**config.mk**
```make
export PLATFORM = sky130hd
export DESIGN_NAME = first_person_camera_integrator_unit
export DESIGN_NICKNAME = d
export VERILOG_FILES = /design/src/rtl/fpc_pkg.sv /design/src/rtl/first_person_camera_integrator_unit.sv /design/src/rtl/fpc_mul.sv /design/src/rtl/fpc_cordic.sv
export SDC_FILE = /design/constraint.sdc
export NUM_CORES = 2
export LEC_CHECK = 0
export BUFFER_PORTS_ARGS = -buffer_cell sky130_fd_sc_hd__buf_2
export CELL_PAD_IN_SITES_DETAIL_PLACEMENT = 2
export CELL_PAD_IN_SITES_GLOBAL_PLACEMENT = 2
export CORE_UTILIZATION = 37
export CTS_BUF_LIST = sky130_fd_sc_hd__clkbuf_4
export CTS_CLUSTER_SIZE = 28
export DETAILED_ROUTE_END_ITERATION = 10
export GPL_ROUTABILITY_DRIVEN = 0
export PLACE_DENSITY_LB_ADDON = 0.1
export RECOVER_POWER = 50
export SYNTH_ARGS = -nofsm -noshare
export SYNTH_HDL_FRONTEND = slang
export SYNTH_SLANG_ARGS = --single-unit
```
**constraint.sdc**
```tcl
create_clock -name clk -period 12.6 [get_ports clk]
set_clock_uncertainty 0.1 [all_clocks]
set_input_delay 2.52 -clock clk [delete_from_list [all_inputs] [get_ports clk]]
set_output_delay 2.52 -clock clk [all_outputs]
set_load 0.1 [all_outputs]
```
**src/rtl/fpc_pkg.sv**
```systemverilog
// ----------------------------------------------------------------------------
// fpc_pkg: shared types and constants of the first-person camera integrator
// Beat layouts, command codes, fixed-point widths and the CORDIC arc table.
// ----------------------------------------------------------------------------
package fpc_pkg;

  localparam int ANGLE_W  = 16;
  localparam int POS_W    = 32;
  localparam int SPEED_W  = 16;
  localparam int DT_W     = 16;

  // Command codes; codes above CMD_SET_POS are ignored.
  localparam logic [2:0] CMD_TICK       = 3'd0;
  localparam logic [2:0] CMD_SET_MOTION = 3'd1;
  localparam logic [2:0] CMD_SET_PITCH  = 3'd2;
  localparam logic [2:0] CMD_SET_YAW    = 3'd3;
  localparam logic [2:0] CMD_SET_POS    = 3'd4;

  // Motion codes for both axes; the spare code is stored as no motion.
  localparam logic [1:0] MOTION_NONE   = 2'd0;
  localparam logic [1:0] MOTION_POS    = 2'd1;
  localparam logic [1:0] MOTION_NEG    = 2'd2;
  localparam logic [1:0] MOTION_UNUSED = 2'd3;

  localparam logic signed [ANGLE_W-1:0] QUARTER_TURN = 16'sd16384;

  // CORDIC datapath: Q2.30 values carried with guard bits.
  localparam int CORDIC_W = 34;
  localparam int ARC_LEN  = 24;
  localparam logic signed [CORDIC_W-1:0] CORDIC_GAIN = 34'sd652032874;

  // Sine and cosine in Q.16, wide enough to hold a negated full scale.
  localparam int TRIG_W = 19;

  // Shared multiplier: unsigned scale times signed vector component.
  localparam int MUL_A_W = 32;
  localparam int MUL_B_W = TRIG_W;
  localparam int PROD_W  = MUL_A_W + 1 + MUL_B_W;

  typedef struct packed {
    logic [2:0]                command;
    logic [DT_W-1:0]           time_step;
    logic [1:0]                forward_back;
    logic [1:0]                strafe;
    logic signed [ANGLE_W-1:0] angle;
    logic signed [POS_W-1:0]   new_x;
    logic signed [POS_W-1:0]   new_y;
    logic signed [POS_W-1:0]   new_z;
  } cmd_t;

  typedef struct packed {
    logic signed [POS_W-1:0]   pos_x;
    logic signed [POS_W-1:0]   pos_y;
    logic signed [POS_W-1:0]   pos_z;
    logic signed [ANGLE_W-1:0] pitch_now;
    logic signed [ANGLE_W-1:0] yaw_now;
  } pose_t;

  typedef struct packed {
    logic signed [TRIG_W-1:0] sin_v;
    logic signed [TRIG_W-1:0] cos_v;
  } trig_t;

  // Arc tangent of 2^-i in units of 2^32 per turn.
  function automatic logic [31:0] arc_angle(input logic [4:0] idx);
    logic [31:0] r;
    unique case (idx)
      5'd0:    r = 32'd536870912;
      5'd1:    r = 32'd316933406;
      5'd2:    r = 32'd167458907;
      5'd3:    r = 32'd85004756;
      5'd4:    r = 32'd42667331;
      5'd5:    r = 32'd21354465;
      5'd6:    r = 32'd10679838;
      5'd7:    r = 32'd5340245;
      5'd8:    r = 32'd2670163;
      5'd9:    r = 32'd1335087;
      5'd10:   r = 32'd667544;
      5'd11:   r = 32'd333772;
      5'd12:   r = 32'd166886;
      5'd13:   r = 32'd83443;
      5'd14:   r = 32'd41722;
      5'd15:   r = 32'd20861;
      5'd16:   r = 32'd10430;
      5'd17:   r = 32'd5215;
      5'd18:   r = 32'd2608;
      5'd19:   r = 32'd1304;
      5'd20:   r = 32'd652;
      5'd21:   r = 32'd326;
      5'd22:   r = 32'd163;
      5'd23:   r = 32'd81;
      default: r = 32'd0;
    endcase
    return r;
  endfunction

endpackage

```
**src/rtl/first_person_camera_integrator_unit.sv**
```systemverilog
// ----------------------------------------------------------------------------
// first_person_camera_integrator_unit: first-person camera pose integrator
// Keeps position, pitch, yaw and motion flags; a tick moves the camera along
// its forward and right vectors using a shared CORDIC and multiplier.
// ----------------------------------------------------------------------------
//
//  Channel   Signals                        Direction  Meaning
//  cmd       cmd_valid/cmd_ready/cmd_beat   in         one command per beat
//  pose      pose_valid/pose_ready/pose_beat out       pose after each command
//  speed     speed_we/speed_wdata           in         Q8.8 speed register
//
// A set command goes from idle to S_DONE, which registers its pose beat once
// the pose output is free and returns the block to idle. A tick passes
// through S_SCALE, S_YAW, S_PITCH, then S_MUL and S_ACC for each active
// component, and S_DONE. The CORDIC unit is run once for yaw and once for
// pitch, each time waiting in its state for the CORDIC done strobe.
// Reset is synchronous and restores the power-up pose and a speed of 256.
// The pose output is a register: a new command is accepted while the last
// pose beat is still waiting, and a stalled pose beat only holds the block
// when the next result is ready to be written.
// ----------------------------------------------------------------------------
module first_person_camera_integrator_unit #(
  parameter int CORDIC_STEPS = 16
) (
  input  logic                                clk,
  input  logic                                rst,
  input  logic                                cmd_valid,
  output logic                                cmd_ready,
  input  fpc_pkg::cmd_t                       cmd_beat,
  output logic                                pose_valid,
  input  logic                                pose_ready,
  output fpc_pkg::pose_t                      pose_beat,
  input  logic                                speed_we,
  input  logic [fpc_pkg::SPEED_W-1:0]         speed_wdata
);

  typedef enum logic [2:0] {
    S_IDLE,
    S_SCALE,
    S_YAW,
    S_PITCH,
    S_MUL,
    S_ACC,
    S_DONE
  } state_t;

  // One entry for each nonzero vector component, forward vector first.
  typedef enum logic [2:0] {
    C_FX,
    C_FY,
    C_FZ,
    C_RX,
    C_RZ
  } comp_t;

  localparam int PW = fpc_pkg::POS_W;
  localparam int DW = 28;            // width of a signed movement delta

  state_t state;
  comp_t  comp;

  // Architectural state.
  logic [fpc_pkg::SPEED_W-1:0]         speed;
  logic signed [PW-1:0]                position_x, position_y, position_z;
  logic signed [fpc_pkg::ANGLE_W-1:0]  pitch_angle, yaw_angle;
  logic [1:0]                          fore_aft_motion, side_motion;

  // Tick working registers.
  logic [fpc_pkg::MUL_A_W-1:0]         scale;
  logic signed [fpc_pkg::TRIG_W-1:0]   sin_yaw, cos_yaw, sin_pitch;

  logic                                cmd_fire;
  logic                                cordic_start;
  logic                                cordic_done;
  logic signed [fpc_pkg::ANGLE_W-1:0]  cordic_angle;
  fpc_pkg::trig_t                      cordic_result;

  logic [fpc_pkg::MUL_A_W-1:0]         mul_a;
  logic signed [fpc_pkg::MUL_B_W-1:0]  mul_b;
  logic signed [fpc_pkg::PROD_W-1:0]   mul_prod;

  logic signed [fpc_pkg::PROD_W-1:0]   prod_shift;
  logic signed [DW-1:0]                delta;
  logic                                delta_neg;
  logic signed [PW-1:0]                acc_base;
  logic signed [PW+1:0]                acc_sum;
  logic signed [PW-1:0]                acc_sat;
  logic                                fore_on, side_on;
  logic signed [fpc_pkg::ANGLE_W-1:0]  pitch_clamped;

  assign cmd_ready = (state == S_IDLE);
  assign cmd_fire  = cmd_valid && cmd_ready;
  assign fore_on   = (fore_aft_motion != fpc_pkg::MOTION_NONE);
  assign side_on   = (side_motion != fpc_pkg::MOTION_NONE);

  // The CORDIC runs on yaw when a tick is accepted and on pitch right after.
  assign cordic_start = (cmd_fire && cmd_beat.command == fpc_pkg::CMD_TICK) ||
                        (state == S_YAW && cordic_done);
  assign cordic_angle = (state == S_IDLE) ? yaw_angle : pitch_angle;

  fpc_cordic #(
    .STEPS (CORDIC_STEPS)
  ) u_cordic (
    .clk    (clk),
    .rst    (rst),
    .start  (cordic_start),
    .angle  (cordic_angle),
    .done   (cordic_done),
    .result (cordic_result)
  );

  // In idle the multiplier forms speed * time_step; afterwards it forms
  // scale * component for each component of an active axis.
  always_comb begin
    if (state == S_IDLE) begin
      mul_a = {{(fpc_pkg::MUL_A_W-fpc_pkg::SPEED_W){1'b0}}, speed};
      mul_b = $signed({{(fpc_pkg::MUL_B_W-fpc_pkg::DT_W){1'b0}}, cmd_beat.time_step});
    end else begin
      mul_a = scale;
      unique case (comp)
        C_FX:    mul_b = -sin_yaw;
        C_FY:    mul_b = sin_pitch;
        C_FZ:    mul_b = -cos_yaw;
        C_RX:    mul_b = cos_yaw;
        C_RZ:    mul_b = -sin_yaw;
        default: mul_b = '0;
      endcase
    end
  end

  fpc_mul u_mul (
    .clk  (clk),
    .op_a (mul_a),
    .op_b (mul_b),
    .prod (mul_prod)
  );

  // Delta is floor(product / 2^24), negated for backward or left motion,
  // then added to its axis with saturation.
  always_comb begin
    prod_shift = mul_prod >>> 24;
    delta_neg  = (comp == C_RX || comp == C_RZ) ?
                 (side_motion == fpc_pkg::MOTION_NEG) :
                 (fore_aft_motion == fpc_pkg::MOTION_NEG);
    delta      = delta_neg ? -prod_shift[DW-1:0] : prod_shift[DW-1:0];
    unique case (comp)
      C_FX, C_RX: acc_base = position_x;
      C_FY:       acc_base = position_y;
      default:    acc_base = position_z;
    endcase
    acc_sum = {{2{acc_base[PW-1]}}, acc_base} + {{(PW+2-DW){delta[DW-1]}}, delta};
    if (acc_sum > $signed({2'b00, {(PW-1){1'b1}}}) ) begin
      acc_sat = {1'b0, {(PW-1){1'b1}}};
    end else if (acc_sum < $signed({2'b11, 1'b1, {(PW-1){1'b0}}})) begin
      acc_sat = {1'b1, {(PW-1){1'b0}}};
    end else begin
      acc_sat = acc_sum[PW-1:0];
    end
  end

  always_comb begin
    if (cmd_beat.angle > fpc_pkg::QUARTER_TURN) begin
      pitch_clamped = fpc_pkg::QUARTER_TURN;
    end else if (cmd_beat.angle < -fpc_pkg::QUARTER_TURN) begin
      pitch_clamped = -fpc_pkg::QUARTER_TURN;
    end else begin
      pitch_clamped = cmd_beat.angle;
    end
  end

  always_ff @(posedge clk) begin
    if (rst) begin
      state           <= S_IDLE;
      comp            <= C_FX;
      pose_valid      <= 1'b0;
      speed           <= 16'd256;
      position_x      <= '0;
      position_y      <= '0;
      position_z      <= '0;
      pitch_angle     <= '0;
      yaw_angle       <= '0;
      fore_aft_motion <= fpc_pkg::MOTION_NONE;
      side_motion     <= fpc_pkg::MOTION_NONE;
    end else begin
      if (speed_we) begin
        speed <= speed_wdata;
      end
      if (pose_valid && pose_ready) begin
        pose_valid <= 1'b0;
      end

      unique case (state)
        S_IDLE: begin
          if (cmd_fire) begin
            state <= S_DONE;
            priority case (cmd_beat.command)
              fpc_pkg::CMD_TICK: begin
                state <= S_SCALE;
              end
              fpc_pkg::CMD_SET_MOTION: begin
                // The spare code on either axis means no motion.
                fore_aft_motion <= (cmd_beat.forward_back == fpc_pkg::MOTION_UNUSED) ?
                                   fpc_pkg::MOTION_NONE : cmd_beat.forward_back;
                side_motion     <= (cmd_beat.strafe == fpc_pkg::MOTION_UNUSED) ?
                                   fpc_pkg::MOTION_NONE : cmd_beat.strafe;
              end
              fpc_pkg::CMD_SET_PITCH: begin
                pitch_angle <= pitch_clamped;
              end
              fpc_pkg::CMD_SET_YAW: begin
                yaw_angle <= cmd_beat.angle;
              end
              fpc_pkg::CMD_SET_POS: begin
                position_x <= cmd_beat.new_x;
                position_y <= cmd_beat.new_y;
                position_z <= cmd_beat.new_z;
              end
              default: begin
              end
            endcase
          end
        end
        S_SCALE: begin
          scale <= mul_prod[fpc_pkg::MUL_A_W-1:0];
          state <= S_YAW;
        end
        S_YAW: begin
          if (cordic_done) begin
            sin_yaw <= cordic_result.sin_v;
            cos_yaw <= cordic_result.cos_v;
            state   <= S_PITCH;
          end
        end
        S_PITCH: begin
          if (cordic_done) begin
            sin_pitch <= cordic_result.sin_v;
            if (fore_on) begin
              comp  <= C_FX;
              state <= S_MUL;
            end else if (side_on) begin
              comp  <= C_RX;
              state <= S_MUL;
            end else begin
              state <= S_DONE;
            end
          end
        end
        S_MUL: begin
          state <= S_ACC;
        end
        S_ACC: begin
          unique case (comp)
            C_FX, C_RX: position_x <= acc_sat;
            C_FY:       position_y <= acc_sat;
            default:    position_z <= acc_sat;
          endcase
          state <= S_MUL;
          unique case (comp)
            C_FX: comp <= C_FY;
            C_FY: comp <= C_FZ;
            C_FZ: begin
              if (side_on) begin
                comp <= C_RX;
              end else begin
                state <= S_DONE;
              end
            end
            C_RX: comp <= C_RZ;
            default: state <= S_DONE;
          endcase
        end
        S_DONE: begin
          if (!pose_valid || pose_ready) begin
            pose_valid          <= 1'b1;
            pose_beat.pos_x     <= position_x;
            pose_beat.pos_y     <= position_y;
            pose_beat.pos_z     <= position_z;
            pose_beat.pitch_now <= pitch_angle;
            pose_beat.yaw_now   <= yaw_angle;
            state               <= S_IDLE;
          end
        end
        default: begin
          state <= S_IDLE;
        end
      endcase
    end
  end

endmodule

```
**src/rtl/fpc_mul.sv**
```systemverilog
// ----------------------------------------------------------------------------
// fpc_mul: shared registered multiplier
// Multiplies an unsigned 32-bit operand by a signed vector component or time step.
// ----------------------------------------------------------------------------
module fpc_mul (
  input  logic                                  clk,
  input  logic [fpc_pkg::MUL_A_W-1:0]           op_a,
  input  logic signed [fpc_pkg::MUL_B_W-1:0]    op_b,
  output logic signed [fpc_pkg::PROD_W-1:0]     prod
);

  always_ff @(posedge clk) begin
    prod <= $signed({1'b0, op_a}) * op_b;
  end

endmodule

```
**src/rtl/fpc_cordic.sv**
```systemverilog
// ----------------------------------------------------------------------------
// fpc_cordic: iterative sine and cosine unit
// Reduces the angle to a half circle, runs one rotation step per cycle and
// rounds the result to Q.16 in a final registered step.
// ----------------------------------------------------------------------------
module fpc_cordic #(
  parameter int STEPS = 16
) (
  input  logic                                   clk,
  input  logic                                   rst,
  input  logic                                   start,
  input  logic signed [fpc_pkg::ANGLE_W-1:0]     angle,
  output logic                                   done,
  output fpc_pkg::trig_t                         result
);

  localparam int CW = $clog2(STEPS);
  localparam int W  = fpc_pkg::CORDIC_W;

  logic                busy;
  logic                fin;
  logic                flip;
  logic [CW-1:0]       cnt;
  logic signed [W-1:0] x, y, z;

  logic signed [fpc_pkg::ANGLE_W:0] ang_wide;
  logic signed [fpc_pkg::ANGLE_W:0] ang_red;
  logic                             flip_next;
  logic signed [W-1:0]              xs, ys, arc;
  logic signed [W-1:0]              x_rnd, y_rnd;
  logic signed [fpc_pkg::TRIG_W-1:0] cos_r, sin_r;

  always_comb begin
    ang_wide  = {angle[fpc_pkg::ANGLE_W-1], angle};
    ang_red   = ang_wide;
    flip_next = 1'b0;
    if (ang_wide > $signed({1'b0, fpc_pkg::QUARTER_TURN})) begin
      ang_red   = ang_wide - 17'sd32768;
      flip_next = 1'b1;
    end else if (ang_wide < -$signed({1'b0, fpc_pkg::QUARTER_TURN})) begin
      ang_red   = ang_wide + 17'sd32768;
      flip_next = 1'b1;
    end
  end

  always_comb begin
    xs    = x >>> cnt;
    ys    = y >>> cnt;
    arc   = $signed({{(W-32){1'b0}}, fpc_pkg::arc_angle(5'(cnt))});
    x_rnd = (x + 34'sd8192) >>> 14;
    y_rnd = (y + 34'sd8192) >>> 14;
    cos_r = x_rnd[fpc_pkg::TRIG_W-1:0];
    sin_r = y_rnd[fpc_pkg::TRIG_W-1:0];
  end

  always_ff @(posedge clk) begin
    if (rst) begin
      busy <= 1'b0;
      fin  <= 1'b0;
      done <= 1'b0;
      cnt  <= '0;
    end else begin
      done <= 1'b0;
      if (start) begin
        busy <= 1'b1;
        cnt  <= '0;
        flip <= flip_next;
        x    <= fpc_pkg::CORDIC_GAIN;
        y    <= '0;
        z    <= $signed({{(W-fpc_pkg::ANGLE_W-16){ang_red[fpc_pkg::ANGLE_W-1]}},
                         ang_red[fpc_pkg::ANGLE_W-1:0], 16'b0});
      end else if (busy) begin
        if (!z[W-1]) begin
          x <= x - ys;
          y <= y + xs;
          z <= z - arc;
        end else begin
          x <= x + ys;
          y <= y - xs;
          z <= z + arc;
        end
        cnt <= cnt + 1'b1;
        if (cnt == CW'(STEPS - 1)) begin
          busy <= 1'b0;
          fin  <= 1'b1;
        end
      end else if (fin) begin
        fin  <= 1'b0;
        done <= 1'b1;
        result.cos_v <= flip ? -cos_r : cos_r;
        result.sin_v <= flip ? -sin_r : sin_r;
      end
    end
  end

endmodule

```
; ---- After elaboration in Yosys (flattened, before gate mapping)
; Memories as Yosys holds them, arrays and structs flattened. A register that Yosys moved wholly into a read port is not among the register bits.
; Cells that the tools add are included.
[totals]
register_bits = 572
romBits = 480
input_bits = 156
out_inout_bits = 130
wordCells = 190
n_memories = 1
[op_classes]
add_sub_neg = 17
mul = 1
magnitude_cmp = 6
n_eq_ne = 29
shift = 2
muxes = 62
n_bitwise = 3
reduce_logical = 37
[memory_table]
columns = memory, depth, width, read_ports, rd_ports_with_merged_regs, wr, line_no
row1 = (name not given), 16, 30, 1, 1, 0, fpc_pkg.sv:67  ; unique case (idx)
[op_table]
columns = cell, n
row1 = two-way mux 32 bit, 12
row2 = one-hot mux 32 bit (2 select lines), 4
row3 = two-way mux 34 bit, 7
row4 = two-way mux 16 bit, 5
row5 = negator 19 bit, 4
row6 = one-hot mux 19 bit (4 select lines), 1
row7 = adder 34 bit, 2
row8 = >>> shifter 34 x 4 -> 34 bit, 2
row9 = subtractor 34 bit, 2
row10 = adder 33 x 15 -> 33 bit (second input constant), 2
row11 = two-way mux 19 bit, 3
row12 = multiplier 33 x 19 -> 52 bit, 1
row13 = adder 34 x 33 -> 34 bit, 1
row14 = subtractor 34 x 33 -> 34 bit, 1
row15 = adder 32 x 28 -> 33 bit, 1
row16 = > comparator 33 x 32 -> 1 bit (second input constant), 1
row17 = < comparator 33 x 32 -> 1 bit (second input constant), 1
row18 = > comparator 16 bit (second input constant), 2
row19 = < comparator 16 x 15 -> 1 bit (second input constant), 2
row20 = two-way mux 28 bit, 1
row21 = negator 28 bit, 1
row22 = two-way mux 3 bit, 8
row23 = one-hot mux 3 bit (7 select lines), 1
row24 = AND reduction 3 bit, 7
row25 = 26 further kinds, 85

; ---- Depth between registers and ports, before layout
[depth]
depth_word = 10
depth_mapped = 36
ltp_nobuf = 35

; ---- Modules after synthesis
; A second synthesis with hierarchy kept.
[unflattened]
cells_unflattened = 6293
area_unflattened_um2 = 58532.4
[modules_own_cells]
columns = mod, instances, cells_each, area_per_inst_um2
row1 = fpc_mul, 1, 2304, 21117.8
row2 = fpc_cordic, 1, 2189, 19033.3
row3 = first_person_camera_integrator_unit, 1, 1800, 18381.4

; ---- Worst setup path after synthesis
; Ideal clock, no wire load.
[synth_timing]
path_kind = in2reg
from = input rst
to = register pose_beat[0] (netlist bit), enable pin
setup_time_ps = 772
arrival_time_ps = 11688
setup_slack_ps = 40
path_stages = 4
n_path_buf = 2
path_cell_list = clkbuf_1 > clkbuf_1 > nand3b_1 > nor3_1
[synth_via]
elab_chain_len = 2
[synth_rtl]
columns = item, line_no
row1 = start: declaration, first_person_camera_integrator_unit.sv:26  ; input logic rst,
row2 = inverter 1 bit (no source line), --
row3 = AND reduction 3 bit (no source line), --
row4 = end: declaration, first_person_camera_integrator_unit.sv:32  ; output fpc_pkg::pose_t pose_beat,
; Every way passes these cells.
; A chain may end at the register's enable or synchronous reset.

; ---- Worst setup path in the final report
[layout_timing]
from = register cos_yaw[4] (netlist bit)
to = register u_mul.prod[51] (netlist bit)
[layout_via]
elab_chain_len = 4
[layout_rtl]
columns = item, line_no
row1 = start: declaration, first_person_camera_integrator_unit.sv:70  ; logic signed [fpc_pkg::TRIG_W-1:0] sin_yaw, cos_yaw, sin_pitch;
row2 = start signal: assignment, first_person_camera_integrator_unit.sv:230  ; cos_yaw <= cordic_result.cos_v;
row3 = negator 19 bit, first_person_camera_integrator_unit.sv:123  ; C_FZ: mul_b = -cos_yaw;
row4 = one-hot mux 19 bit (4 select lines) (*), first_person_camera_integrator_unit.sv:120  ; unique case (comp)
row5 = two-way mux 19 bit (*), first_person_camera_integrator_unit.sv:115  ; if (state == S_IDLE) begin
row6 = multiplier 33 x 19 -> 52 bit (*), fpc_mul.sv:13  ; prod <= $signed({1'b0, op_a}) * op_b;
row7 = end signal: assignment, fpc_mul.sv:13
row8 = end: declaration, fpc_mul.sv:9  ; output logic signed [fpc_pkg::PROD_W-1:0] prod
; Every way passes the cells marked *; elsewhere a longest branch is shown, timed or not.

==> impl_metrics.csv <==
group,metric,value,unit
global_route,grt_overflow,0,
sta,slew_violations,539,
floorplanning,die_area,154000,µm²
synth,seq_area_frac_synth,27.6,%
floorplanning,initial_core_util,37.2,%
global_route,grt_max_degree,76,
outcome,violations,"max-capacitance violations, max-slew violations",
synth,synth_compound_area_share,12.9,%
drt,drt_iter0_markers,2730,
synth,synth_common_cells,"nand2_1 (909), inv_1 (635), nor2_1 (555)",
clock_network,post_cts_buffers,0,
synth,yosysTopAreaCellShare,19.0,%
synth,synth_top_family_by_area,"adder cells",
sta,setup_viol,0,
global_route,antenna_found_initial,9,
synth,synthXorXnorAreaFrac,5.65,%
drt,wire_per_inst,24.8,µm
final_layout,drive_above_1_share,13.0,%
clock_network,path_clk_slew,0.07,ns
synth,synthMuxAreaShare,5.19,%
sta,worst_pin_slew,4.26,ns
clock_network,cts_tree,"done",
sta,rsz0062_at_grt,"no",
synth,synth.distinct_cells,93,
critical_path,crit_required,13.54,ns
synth,ys.flop_type,"edfxtp_1",
synth,synth_cells,6183,
run,max_cap_violations,13,
sta,tns,0,ns
sta,relSlewSlack,-184,%
critical_path,worst_setup_path_start_kind,"flip-flop",
global_route,grt_pass1_vias,52800,
global_route,grt_pass1_wl,325000,µm
synth,netlist.top_cell.by_area,"edfxtp_1",
clock_network,clock-sinks,602,
synth,async_reset_ff_share,0,%
synth,synth-simple-area-share,16.4,%
floorplanning,die_x,393,µm
critical_path,r2r-start,"cos_yaw[4]$_DFFE_PP_",
drt,routed_wl,213000,µm
final_layout,layout.nets,7431,
clock_network,numCtsBuffers,180,
min_path,holdCritPathClass,"flip-flop to flip-flop",
floorplanning,ioPinCount,286,
critical_path,worstReg2RegEnd,"u_mul.prod[51]$_DFF_P_",
critical_path,cp.arrival,11.70,ns
placed_design,dpl.hpwl,164000,µm
global_route,grt_util_all_layers,27.7,%
synth,syn_nets,7189,
drt,routed_via_density,5.58,
final_layout,fillers,16700,
sta,period_needed,10.75,ns
floorplanning,die_h,393,µm
synth,synth_area,56600,µm²
clock_network,h-tree-depth,4,
critical_path,cp_slowest_cell,"a2111oi_0",
drt,firstDrtPassIters,5,
drt,drt.antenna.violating_nets,0,
synth,syn_area_per_cell,9.15,µm²
critical_path,worst_setup_path_end_kind,"flip-flop",
critical_path,crit_type,"flip-flop to flip-flop",
floorplanning,core_area,152000,µm²
min_path,hold_end,"scale[14]$_DFFE_PP_",
sta,hold_violations,0,
synth,yosys_warnings,0,
sta,period_share,85.4,%
clock_network,clkLatencyLatePin,1.20,ns
outcome,outcome,"finished, violations left",
critical_path,crit_path_frequent_cell,"fa_1",
critical_path,critical_path.max_fanout,19,
drt,drcViolationCount,0,
critical_path,reg2reg_slack,1.85,ns
synth,synthTopCellsByArea,"edfxtp_1 (19%), fa_1 (18%), dfxtp_1 (8.6%)",
min_path,hold_path_depth,0,
synth,synth_edf_count,358,
clock_network,cts.path.max_buffers,3,
clock_network,root_buffer,"clkbuf_4",
final_layout,syn2layout_area_growth,10.5,%
min_path,hold_start,"u_mul.prod[14]$_DFF_P_",
clock_network,post_cts_resized,0,
critical_path,cpPeakStageDelay,0.78,ns
drt,via_count,48000,
placed_design,portBuffers,285,
critical_path,rr_worst_depth,27,
synth,yosysMostFrequentCell,"nand2_1",
synth,synthAdderAreaFrac,25.6,%
synth,synth_seq_cells,602,
sta,max_freq,0.0930,GHz
clock_network,holdBufCountCts,0,
floorplanning,rows,143,
==> placed cells by master, fill, tap and decap left out, types with 50 or more instances in the layout <==
cell type  count
xnor2_1      230
inv_1        633
xor2_1       135
and2_1       123
a22oi_1       65
mux2i_1       94
dfxtp_1      239
a211oi_1      50
o21ai_0      208
nand2_1      909
nand3_1      114
mux4_2        67
clkbuf_4     271
a311oi_1      87
buf_4         94
a31oi_1       60
edfxtp_1     358
fa_1         513
buf_2        283
nor3_1        82
a21oi_1      288
a21o_1        84
ha_1         337
nor2_1       549
==> cells by family after synthesis <==
family | after synthesis
and+or+nand+nor | 2085
AOI/OAI and AO/OA | 1108
buffers and inverters | 969
adders and majority gates | 850
DFF | 602
xor gates and xnor gates | 365
muxes | 204
==> flip-flops by register name (all words and copies together), names as in the netlist, 3 cells and up <==
name,flops
pose_beat,128
u_mul.prod,52
u_cordic.result,38
u_cordic.x,34
u_cordic.y,34
u_cordic.z,34
position_x,32
position_y,32
position_z,32
scale,32
u_cordic.arc,30
cos_yaw,19
sin_pitch,19
sin_yaw,19
pitch_angle,16
speed,16
yaw_angle,16
u_cordic.cnt,4
comp,3
state,3
==> worst max-delay path, delay by kind of cell, from the launching register on <==
kind            cells  cell delay, ns
buf+inv             1            0.20
compound gates      5            2.57
fa+ha+maj           8            3.60
mux                 1            0.24
flops               1            0.46
simple gates       11            3.39
xor+xnor            1            0.10
==> metal layers <==
layer | track usage (%) | wire length [µm] | part of all wire (%)
met5 | 0 | 58 | 0.027
met3 | 3.91 | 9890 | 4.6
met4 | 9.79 | 7040 | 3.3
met1 | 36.0 | 93300 | 44
met2 | 46.8 | 103000 | 48
==> metrics by stage <==
step / cells / hold WS (ns) / utilization, % / worst slack [ns] / instance area [µm²]
after floorplan: 6183 / 0.286 / - / 0.0403 / 56600
after detailed placement: 8273 / 0.291 / 39.6 / 1.76 / 60100
after CTS: 8605 / 0.238 / 41.2 / 1.77 / 62500
after global placement: 8273 / 0.287 / 39.6 / 1.92 / 60100
final: 8614 / 0.225 / 41.1 / 1.85 / 62500
after global routing: 8609 / 0.254 / 41.1 / 1.09 / 62500
==> layout make-up <==
cell class	instances	area, µm²	area share (%)
multi-input combinational	4612	37300	59.6
sequential	602	15700	25.1
tap	2030	2540	4.07
inverter	636	2390	3.83
timing repair buffer	393	2180	3.49
clock buffer	271	2030	3.26
clock inverter	61	397	0.635
antenna	9	22.5	0.0361
==> how the worst max path moves through the flow <==
stage	to	slack [ns]	cells after the start	startpoint
after floorplan	pose_beat[0]$_DFFE_PP_	0.04	4	rst
after global placement	u_mul.prod[51]$_DFF_P_	1.92	27	cos_yaw[4]$_DFFE_PP_
after detailed placement	u_mul.prod[51]$_DFF_P_	1.76	27	cos_yaw[4]$_DFFE_PP_
after CTS	u_mul.prod[51]$_DFF_P_	1.77	27	cos_yaw[4]$_DFFE_PP_
after global routing	u_mul.prod[51]$_DFF_P_	1.09	33	cos_yaw[3]$_DFFE_PP_
final	u_mul.prod[51]$_DFF_P_	1.85	27	cos_yaw[4]$_DFFE_PP_
Power is not shown: default switching activity piles up to over one toggle a cycle in this logic, so the estimate is an artifact.
